**src/rtl/pfr_ram.sv**
```systemverilog
// Simple dual-port RAM, one write and one registered read per cycle
`timescale 1ns / 1ps
module pfr_ram #(
    parameter int AW = 8,
    parameter int DW = 8
) (
    input  logic          i_clk,
    input  logic          i_we,
    input  logic [AW-1:0] i_waddr,
    input  logic [DW-1:0] i_wdata,
    input  logic [AW-1:0] i_raddr,
    output logic [DW-1:0] o_rdata
);

    logic [DW-1:0] r_mem [2**AW];
    logic [DW-1:0] r_rdata;

    always_ff @(posedge i_clk) begin
        if (i_we) begin
            r_mem[i_waddr] <= i_wdata;
        end
        r_rdata <= r_mem[i_raddr];
    end

    assign o_rdata = r_rdata;

endmodule

```
**config.mk**
```make
export PLATFORM = sky130hd
export DESIGN_NAME = pfr_ram
export DESIGN_NICKNAME = d
export VERILOG_FILES = /design/src/rtl/pfr_ram.sv
export SDC_FILE = /design/constraint.sdc
export NUM_CORES = 2
export LEC_CHECK = 0
export BUFFER_PORTS_ARGS = -buffer_cell sky130_fd_sc_hd__buf_2
export CELL_PAD_IN_SITES_DETAIL_PLACEMENT = 0
export CELL_PAD_IN_SITES_GLOBAL_PLACEMENT = 1
export CORE_UTILIZATION = 40
export DETAILED_ROUTE_END_ITERATION = 16
export GPL_TIMING_DRIVEN = 0
export PLACE_DENSITY = 0.63
export SLEW_MARGIN = 20
export SYNTH_ARGS = -nofsm -noshare
export SYNTH_HDL_FRONTEND = slang
export SYNTH_SLANG_ARGS = --single-unit
```
**constraint.sdc**
```tcl
create_clock -name i_clk -period 4.3 [get_ports i_clk]
set_input_delay 0.86 -clock i_clk [delete_from_list [all_inputs] [get_ports i_clk]]
set_output_delay 0.86 -clock i_clk [all_outputs]
set_load 0.03 [all_outputs]
```
After elaboration in Yosys (flattened, before gate mapping) --
Memories as Yosys holds them, arrays and structs flattened. A register that Yosys moved wholly into a read port is not among the register bits. Index checks and enable logic that the tools add are counted.
Operators by class: muxes and demuxes 2
Operators by type and width (number):
- 2-to-1 mux 1 bit | 2
Word-level totals: bits in registers 0, word-level logic and storage cells 3, input bits 26, memory bits (writable) 2048, memories 1
Memory list:
- r_mem | depth 256, width 8, rd ports 1, clocked after Yosys merged registers in 1, write ports 1, line 15 | logic [DW-1:0] r_mem [2**AW];

Logic depth before layout (Yosys ltp) --
depth in word-level cells 2, mapped depth 11, mapped depth without buffers 6

Worst setup path before layout --
No wires, ideal clock.
kind in2reg, from input port i_raddr[0], to register r_rdata[2] (netlist: o_rdata[2]), read port of r_mem, data required time 4.169 ns, setup time 0.131 ns, arrival 2.667 ns, path buffers 4, path slack 1.502 ns, cell stages on the path 9, path through buf_6 -> buf_12 -> buf_8 -> buf_2 -> mux4_2 -> a22oi_1 -> a21oi_1 -> nor4_1 -> nor4_2
RTL lines:
- start, declared | line 11 | input logic [AW-1:0] i_raddr,
- end, declared | line 16 | logic [DW-1:0] r_rdata;

==> run_results.csv <==
group,metric,value,unit
synth,yosysMostFrequentCell,"edfxtp_1",
routing,drc,0,
clock_network,clk_pin_slew,60,ps
global_routing,grt_pass1_wl,340.2,mm
sta,finalCritPeriodShare,105.4,%
sta,hold_viol_final,0,
synth,syn-cell-area,0.07956,sq mm
routing,ant_nets,0,
worst_setup_path,arrival,5250,ps
synth,synth_top_area_cell,"edfxtp_1",
sta,setup_violations,3,
sta,fmax,220.7,MHz
synth,ys_warn_count,0,
sta,slew_headroom,12.10,%
routing,viasPerCell,6.073,
sta,rsz0062_at_grt,"no",
die,start_util,40.30,%
routing,dr.pass1.iters,6,
synth,ys_seq_area_share,77.50,%
die,coreArea,0.1974,sq mm
clock_network,htreeDepth,4,
pwr,peakVddDrop,0.0003528,V
placed_design,gp_congestion,0.9471,
worst_setup_path,worstPathMaxFanout,10,
sta,fin_crit,4531,ps
sta,maxSlewViolCount,0,
sta,worst_pin_slew,1318,ps
die,std_cell_rows,163,
worst_setup_path,required,5020,ps
placed_design,placed_cells,6433,
worst_setup_path,crit_type,"in -> reg",
routing,vias,41450,
routing,wl_per_cell,36.93,microns
layout,area_delta_synth_final,13.99,%
global_routing,overflow,0,
clock_network,cts_tree,"built",
synth,ys_ff_latch,2056,
synth,syn_avg_cell_area,21.31,sq um
run_status,status,"finished, violations left",
placed_design,dp_hpwl,168.6,mm
clock_network,root_buffer,"clkbuf_16",
synth,synth_fp_nets,3759,
worst_setup_path,worst_setup_path_end_kind,"flip-flop",
synth,synth.distinct_cells,55,
layout,layout.cells.non_filler,6826,
global_routing,grt_max_degree,130,
synth,synth_flop_cell,"edfxtp_1",
global_routing,antenna_found_initial,20,
synth,synth_edf_count,2048,
synth,syn_inst,3733,
pwr,power,0.04231,W
placed_design,portBuffers,26,
synth,synthTopCellsByArea,"edfxtp_1 77%, mux4_2 13%, mux2i_1 1.7%",
clock_network,clockBufferDepth,3,
pwr,power.density,466.5,mW/mm^2
clock_network,post_cts.repair.setup_buffers,0,
routing,totalWireLength,252.1,mm
die,num_io_pins,34,
run,drv_cap,0,
sta,finalWorstSetupSlack,-231.5,ps
routing,initialDrtViolationCount,6339,
run_status,violations,"negative setup slack",
worst_setup_path,start_kind,"primary input",
die,die_area,0.2007,sq mm
global_routing,grt_util_all_layers,25.13,%
pwr,p_leak,27.84,nW
synth,async_flop_share,0,%
clock_network,cts_hold_buf,0,
die,die_width,448.0,microns
min_path,worst_hold_path_type,"in -> reg",
clock_network,cts.sinks,2056,
die,die_y,448.0,microns
synth,synth_top_cell_area_share,77.30,%
layout,nNetsFinal,4033,
layout,drive_above_1_share,23.51,%
clock_network,clock_latency,860,ps
synth,synth_common_cells,"2048 x edfxtp_1, 454 x mux4_2, 282 x nor2_1, 134 x mux2i_1, 133 x a22oi_1",
sta,clock-skew-final,48.09,ps
global_routing,grt_pass1_vias,40480,
clock_network,cts_buffers,210,
## per-stage QoR
step           setup WS, ps  utilization (%)  area [sq um]  hold WS, ps  setup TNS [ps]
2_1_floorplan          1502                -         79560        769.9               0
3_3_place_gp          -2010            42.04         82990         1298        -1911420
3_5_place_dp          -1460            42.55         83990         1252          -12540
4_1_cts               85.09            45.89         90600        379.1               0
5_1_grt               9.602            45.93         90680        401.2               0
6_report             -231.5            45.93         90680        407.1          -322.4
## sequential cells by signal, summed over array words and instances (netlist names)
register / cells
o_rdata: 8
r_mem: 2048
## routing by layer
layer | vias to the layer above | global-route usage, % | part of all wire (%)
met5 | - | 0 | 0.018
met4 | 6 | 10.17 | 4.5
met3 | 450 | 5.416 | 9.2
met2 | 2289 | 39.14 | 47
met1 | 22430 | 34.49 | 40
li1 | 16280 | - | -
## layout make-up
type	instances	area [sq um]
tap	2640	3303
clock buffer	257	5431
inverter	2	7.507
antenna	4	10.01
multi-input combinational	1442	16600
buffer	233	1510
fill	16740	106700
clock inverter	130	1144
sequential	2056	61660
timing repair buffer	62	1013
## worst max-delay path, cell delays in order
cell	delay (ps)
buf_2	160
buf_4	230
buf_4	470
clkbuf_1	650
mux4_2	420
a221oi_1	950
o32ai_1	390
nor3_1	730
nor4_2	120
buf_2	230
## layout by cell type, fill, tap and decap left out, drive strengths merged, types with 10 or more instances in the layout
cell / count
o211ai: 10
o21ai: 12
mux4: 456
nand3: 34
nand2: 33
edfxtp: 2048
nand4: 10
a211oi: 16
buf: 183
o221ai: 47
clkinv: 108
a22oi: 133
a221oi: 14
nor3: 22
nor2b: 31
nor4: 27
a21oi: 96
clkbuf: 368
bufinv: 12
nor2: 282
mux2i: 134
o22ai: 28
## where the power goes
group          internal, W  switching (W)
Sequential          0.0221      0.0000126
Combinational     0.000756        0.00175
Clock              0.00974        0.00795
Total               0.0326        0.00972
## kinds of logic after synthesis
| logic type | count (synthesis) | synth area share (%) |
|---|---|---|
| DFF | 2056 | 77.50 |
| muxes | 591 | 14.62 |
| and+or+nand+nor | 466 | 2.628 |
| AOI/OAI and AO/OA | 385 | 3.419 |
| buffers and inverters | 235 | 1.831 |
## timing repair
item | 4_1_cts | 5_1_grt
pin swaps | 1 | 0
setup endpoints to repair | 7 | 3
endpoints found under the hold margin | 0 | 0
gates cloned | 0 | 0
gates resized for setup | 11 | 3
## path summary, 6_finish.rpt
| path | start | endpoint | slack (ps) | cells after the start |
|---|---|---|---|---|
| min reg2reg | r_mem[33][5] | o_rdata[5] | 1270 | 7 |
| max | i_raddr[1] | o_rdata[5] | -230 | 10 |
| min | i_wdata[0] | r_mem[82][0] | 410 | 1 |
| max reg2reg | r_mem[82][5] | o_rdata[5] | 690 | 7 |
Note: power is estimated with default switching activity, not from simulation.
