$ cat config.mk
export PLATFORM = sky130hd
export DESIGN_NAME = pfr_scan
export DESIGN_NICKNAME = d
export VERILOG_FILES = /design/src/rtl/pfr_pkg.sv /design/src/rtl/pfr_scan.sv
export SDC_FILE = /design/constraint.sdc
export NUM_CORES = 1
export LEC_CHECK = 0
export BUFFER_PORTS_ARGS = -buffer_cell sky130_fd_sc_hd__clkbuf_2
export CORE_ASPECT_RATIO = 0.9
export CORE_MARGIN = 2
export CORE_UTILIZATION = 30
export DETAILED_ROUTE_END_ITERATION = 7
export HOLD_SLACK_MARGIN = 0.15
export PLACE_DENSITY = 0.49
export SKIP_CTS_REPAIR_TIMING = 1
export SLEW_MARGIN = 20
export SYNTH_ARGS = -nofsm -noshare
export SYNTH_HDL_FRONTEND = slang
export SYNTH_SLANG_ARGS = --single-unit
$ cat constraint.sdc
create_clock -name i_clk -period 4.7 [get_ports i_clk]
set_input_delay 0.94 -clock i_clk [delete_from_list [all_inputs] [get_ports i_clk]]
set_output_delay 0.94 -clock i_clk [all_outputs]
set_load 0.005 [all_outputs]
$ cat src/rtl/pfr_pkg.sv
// Shared types, constants and helpers for the page frame replacement block
`timescale 1ns / 1ps
package pfr_pkg;

    localparam int PROC_W   = 4;
    localparam int PAGE_W   = 5;
    localparam int IDX_W    = PROC_W + PAGE_W;
    localparam int FRAME_W  = 8;
    localparam int FRAMES   = 1 << FRAME_W;
    localparam int SLOTS    = 1 << IDX_W;
    localparam int AGE_W    = 9;
    localparam int STAMP_W  = 32;
    localparam int CNT_W    = 9;
    localparam int PERIOD_W = 16;

    localparam logic [1:0] ST_HIT     = 2'd0;
    localparam logic [1:0] ST_FREE    = 2'd1;
    localparam logic [1:0] ST_EVICT   = 2'd2;
    localparam logic [1:0] ST_RELEASE = 2'd3;

    localparam logic REG_POLICY = 1'b0;
    localparam logic REG_PERIOD = 1'b1;

    typedef struct packed {
        logic               used;
        logic [IDX_W-1:0]   owner;
        logic [AGE_W-1:0]   age;
        logic               dirty;
        logic [STAMP_W-1:0] stamp;
    } t_frame_ent;

    typedef struct packed {
        logic               used;
        logic [FRAME_W-1:0] frame;
    } t_map_ent;

    typedef struct packed {
        logic               free_found;
        logic [FRAME_W-1:0] free_idx;
        logic [FRAME_W-1:0] age_idx;
        logic [FRAME_W-1:0] stamp_idx;
    } t_scan_res;

    // reference byte on a hit: 0 -> 1, else OR in the bit above the top bit, cap 256
    function automatic logic [AGE_W-1:0] age_extend(input logic [AGE_W-1:0] a);
        logic [7:0] lo;
        logic [7:0] s;
        lo = a[7:0];
        s  = lo | (lo >> 1) | (lo >> 2) | (lo >> 3) | (lo >> 4)
                | (lo >> 5) | (lo >> 6) | (lo >> 7);
        if (a == '0) begin
            age_extend = AGE_W'(1);
        end else if (a >= AGE_W'(128)) begin
            age_extend = AGE_W'(256);
        end else begin
            age_extend = {1'b0, lo | (s + 8'd1)};
        end
    endfunction

endpackage

$ cat src/rtl/pfr_scan.sv
// Frame scan unit: first free frame, least reference byte, oldest load
`timescale 1ns / 1ps
module pfr_scan (
    input  logic                   i_clk,
    input  logic                   i_start,
    input  logic                   i_en,
    input  logic [pfr_pkg::FRAME_W-1:0] i_idx,
    input  pfr_pkg::t_frame_ent    i_ent,
    output pfr_pkg::t_scan_res     o_res
);
    import pfr_pkg::*;

    logic               r_first;
    logic               r_free_found;
    logic [FRAME_W-1:0] r_free_idx;
    logic [FRAME_W-1:0] r_age_idx;
    logic [FRAME_W-1:0] r_stamp_idx;
    logic [AGE_W-1:0]   r_best_age;
    logic [STAMP_W-1:0] r_best_stamp;

    always_ff @(posedge i_clk) begin
        if (i_start) begin
            r_first      <= 1'b1;
            r_free_found <= 1'b0;
        end else if (i_en) begin
            r_first <= 1'b0;
            if (!r_free_found && !i_ent.used) begin
                r_free_found <= 1'b1;
                r_free_idx   <= i_idx;
            end
            // strict compare keeps the lowest index on a tie
            if (r_first || i_ent.age < r_best_age) begin
                r_best_age <= i_ent.age;
                r_age_idx  <= i_idx;
            end
            if (r_first || i_ent.stamp < r_best_stamp) begin
                r_best_stamp <= i_ent.stamp;
                r_stamp_idx  <= i_idx;
            end
        end
    end

    assign o_res.free_found = r_free_found;
    assign o_res.free_idx   = r_free_idx;
    assign o_res.age_idx    = r_age_idx;
    assign o_res.stamp_idx  = r_stamp_idx;

endmodule
# Word-level counts from Yosys, hierarchy flattened
# Index checks and enable logic that the tools add are counted.
dict set report op_classes {
  magnitude_cmp 2
  n_bitwise 1
  n_reduce_logical 9
}
# cell count
set op_table {}
lappend op_table {{$lt A32 B32 Y1} 1}
lappend op_table {{$lt A9 B9 Y1} 1}
lappend op_table {{$reduce_and A3 Y1} 3}
lappend op_table {{$logic_not A1 Y1} 2}
lappend op_table {{$logic_or A1 B1 Y1} 2}
lappend op_table {{$reduce_and A2 Y1} 1}
lappend op_table {{$logic_and A1 B1 Y1} 1}
lappend op_table {{$not A1 Y1} 1}
dict set report totals {
  word_cells 19
  output_inout_bits 25
  register_bits 67
}

# Longest topological paths before layout
dict set report depth {
  word_depth 3
  mapped_depth 7
}

# Worst setup path before layout
# OpenSTA, ideal clock, no wires.
dict set report synth_timing {
  kind {input-to-reg}
  start {input port i_ent[5] (netlist name)}
  end {register r_best_stamp[0] (enable)}
  path_slack_ns 0.997
  arrival_time_ns 3.291
  required_ns 4.287
  path_stages 6
  path_cell_list {ha_1 -> a21o_1 -> nand3_2 -> a21oi_1 -> or4_4 -> a41oi_2}
}
dict set report synth_via {
  elab_chain_len 3
}
# item line
set synth_lines {}
lappend synth_lines {{start, declared} pfr_scan.sv:8} ;# input pfr_pkg::t_frame_ent i_ent,
lappend synth_lines {{$lt A32 B32 Y1} pfr_scan.sv:36} ;# if (r_first || i_ent.stamp < r_best_stamp) begin
lappend synth_lines {{$logic_or A1 B1 Y1} pfr_scan.sv:36}
lappend synth_lines {{$reduce_and A3 Y1 (no line)} -}
lappend synth_lines {{end signal, assigned} pfr_scan.sv:37} ;# r_best_stamp <= i_ent.stamp;
lappend synth_lines {{end, declared} pfr_scan.sv:19} ;# logic [STAMP_W-1:0] r_best_stamp;
# Every way passes these cells.
# A chain may end at the register's enable or synchronous reset.

# Worst setup path in the final report
dict set report layout_timing {
  start {input port i_ent[5] (netlist name)}
  end {register r_stamp_idx[3] (enable)}
}
dict set report layout_via {
  elab_chain_len 3
}
# item line
set layout_lines {}
lappend layout_lines {{$lt A32 B32 Y1} pfr_scan.sv:36}
lappend layout_lines {{$logic_or A1 B1 Y1} pfr_scan.sv:36}
lappend layout_lines {{$reduce_and A3 Y1 (no line)} -}
lappend layout_lines {{end signal, assigned} pfr_scan.sv:38} ;# r_stamp_idx <= i_idx;
lappend layout_lines {{end, declared} pfr_scan.sv:17} ;# logic [FRAME_W-1:0] r_stamp_idx;
# Every way passes these cells.

==> flow_metrics.env <==
export IMPL_status="finished, final reports clean"
export IMPL_crit_family="simple AND/OR/NAND/NOR gates"
export IMPL_io_pins=88
export IMPL_cts_tree="done"
export IMPL_core_area_um2=9780
export IMPL_ys_types=29
export IMPL_irDropWorstVdd_uv=187
export IMPL_dp_hpwl_mm=4.08
export IMPL_worstPathArrival_ps=3070
export IMPL_timing_final_ws_setup_ps=1600
export IMPL_grt_max_degree=34
export IMPL_intPower_mw=1.18
export IMPL_crit_path_max_incr_delay_ps=570
export IMPL_worstHoldPathType="register to register"
export IMPL_die_h_um=99.6
export IMPL_critPathCaptureType="register"
export IMPL_initial_core_util_pct=31.2
export IMPL_setup_viol=0
export IMPL_final_setup_tns_ps=0
export IMPL_maxSlewHeadroom_pct=68.6
export IMPL_ys_seq_elements=67
export IMPL_netlist_top_cells_area="edfxtp_1, ha_1, inv_1, a21oi_1, dfxtp_1"
export IMPL_worstPathRequired_ps=4670
export IMPL_clockBufferDepth=2
export IMPL_rsz0062_at_grt="false"
export IMPL_min_period_over_period_pct=65.9
export IMPL_slowest_stage="or4_4"
export IMPL_port_buffers=77
export IMPL_pwr_share_clk_pct=44.4
export IMPL_ys_warn_count=0
export IMPL_gp_congestion=0.670
export IMPL_post_drt_via_cell_ratio=4.24
export IMPL_finalMaxSlewViolations=0
export IMPL_maxCapViolations=0
export IMPL_rows=34
export IMPL_synth_top_cell_by_area="edfxtp_1"
export IMPL_syn_num_nets=318
export IMPL_comb_power_share_pct=9.6
export IMPL_synth_top_area_share_pct=64.0
export IMPL_reg2reg_slack_ps=1970
export IMPL_n_antenna_cell=0
export IMPL_drt_initial_drc_count=33
export IMPL_power_leakage_nw=1.78
export IMPL_path_cells="clkbuf_2 -> ha_1 -> a21o_1 -> nand3_2 -> a21oi_1 -> or4_4 -> a41oi_4 -> buf_4"
export IMPL_vias=1851
export IMPL_cts_sinks=67
export IMPL_powerDensity_nw_per_um2=392
export IMPL_cp_max_fo=33
export IMPL_period_minus_slack_ps=3100
export IMPL_die_area_um2=11000
export IMPL_grt_first_pass_wirelength_mm=8.82
export IMPL_finClkSkew_ps=5.80
export IMPL_numCtsBuffers=9
export IMPL_final_nets=408
export IMPL_synth_cells=216
export IMPL_synth_area_um2=3050
export IMPL_seqPwrFrac_pct=45.9
export IMPL_crit_path_start_kind="input port"
export IMPL_cp_num_buf_inv=2
export IMPL_ctsRootBufferMaster="clkbuf_16"
export IMPL_seq_area_frac_synth_pct=65.4
export IMPL_chipWidth_um=110
export IMPL_fmax_mhz=323
export IMPL_antenna_found_initial=0
export IMPL_crit_type="input port to register"
export IMPL_drc_errors=0
export IMPL_track_usage_pct=10.9
export IMPL_wl_mm=5.51
export IMPL_switching_share_pct=23.2
export IMPL_p_switching_mw=0.357
export IMPL_syn_to_final_growth_pct=29.1
export IMPL_routedWlPerCell_um=12.6
export IMPL_dr_pass1_iters=4
export IMPL_clock_latency_ps=330
export IMPL_htreeDepth=3
export IMPL_clk_pin_slew_ps=60
export IMPL_ant_nets=0
export IMPL_grt_pass1_vias=1804
export IMPL_grt_ovfl_total=0
export IMPL_drive_above_1_share_pct=32.8
export IMPL_place_ws_ps=1230
export IMPL_worst_pin_slew_ps=471
export IMPL_hold_violations=0
export IMPL_synth_area_per_cell_um2=14.1
-- area by class of cell --
cell class	instances	area, um^2
fillers	944	5850
flip-flops and latches	67	1990
clock inverters	7	85.1
inverters	44	165
repair buffers	80	408
clock buffers	9	225
multi-input cells	104	901
well taps	126	158
-- synthesized netlist by cell type --
| cell type | n |
|---|---|
| edfxtp_1 | 65 |
| inv_1 | 44 |
| ha_1 | 39 |
| a21oi_1 | 17 |
| nand2_1 | 8 |
| o21ai_0 | 7 |
| nand4_1 | 5 |
| a21o_1 | 3 |
| nor2_1 | 3 |
| a211oi_1 | 2 |
| a2bb2oi_1 | 2 |
| dfxtp_1 | 2 |
| nand2b_1 | 2 |
| nor3_1 | 2 |
| a2111oi_0 | 1 |
| a21boi_0 | 1 |
| a311oi_1 | 1 |
| a41o_1 | 1 |
| a41oi_2 | 1 |
| buf_4 | 1 |
| nand3_1 | 1 |
| nand3_2 | 1 |
| nor2b_1 | 1 |
| nor4_2 | 1 |
| o21a_1 | 1 |
| o21ai_1 | 1 |
| o21ai_2 | 1 |
| o21bai_1 | 1 |
| or4_4 | 1 |
-- metrics by stage --
step | hold slack, ps | total power, mW | cell area [um^2] | cells | util (%)
finish | 508 | 1.54 | 3930 | 437 | 40.2
floorplan | 461 | 0.804 | 3050 | 216 | -
CTS | 515 | 1.58 | 3930 | 437 | 40.2
global route | 542 | 1.63 | 3930 | 437 | 40.2
global placement | 493 | 0.870 | 3620 | 421 | 37.0
detailed placement | 498 | 0.873 | 3620 | 421 | 37.0
-- kinds of logic after synthesis --
kind of cell / synth area share [%]
buffers and inverters: 5.67
AO/OA/AOI/OAI: 8.37
flip-flops: 65.4
adder cells (fa/ha/maj): 16.0
AND/OR/NAND/NOR: 4.60
-- power groups by stage --
stage	Combinational (mW)	Clock, mW	Sequential (mW)
global placement	0.150	0	0.720
finish	0.149	0.685	0.708
detailed placement	0.152	0	0.721
global route	0.175	0.742	0.711
CTS	0.153	0.715	0.708
floorplan	0.0826	0	0.722
-- flip-flops by register name (all words and copies together) (netlist names) --
register / count
r_best_stamp: 32
r_best_age: 9
r_free_idx: 8
r_free_found: 1
r_age_idx: 8
r_first: 1
r_stamp_idx: 8
-- tightest hold or removal path, cell delays in order, from the launching register on --
cell	delay [ps]
dfxtp_1	350
a21oi_1	50
nor2_1	70
-- worst paths after layout --
kind | from | to | cells after the start
hold / removal | r_free_found | r_free_found | 2
hold reg to reg | r_free_found | r_free_found | 2
setup reg to reg | r_best_stamp[5] | r_stamp_idx[3] | 8
setup / recovery | i_ent[5] | r_stamp_idx[3] | 8
-- layout by cell type, fill, tap and decap left out, types with 3 or more instances in the layout --
cell        n
clkbuf_2   77
edfxtp_1   65
inv_1      44
ha_1       39
a21oi_1    17
clkbuf_16   9
nand2_1     8
o21ai_0     7
nand4_1     5
a21o_1      3
nor2_1      3
clkinv_4    3
buf_4       3
-- routing by layer --
layer	track usage (%)	share of wire, %
met1	14.0	47
met2	16.4	45
met3	4.52	7.1
met4	3.75	1.3
met5	0	0
(Power assumes the default switching activity.)
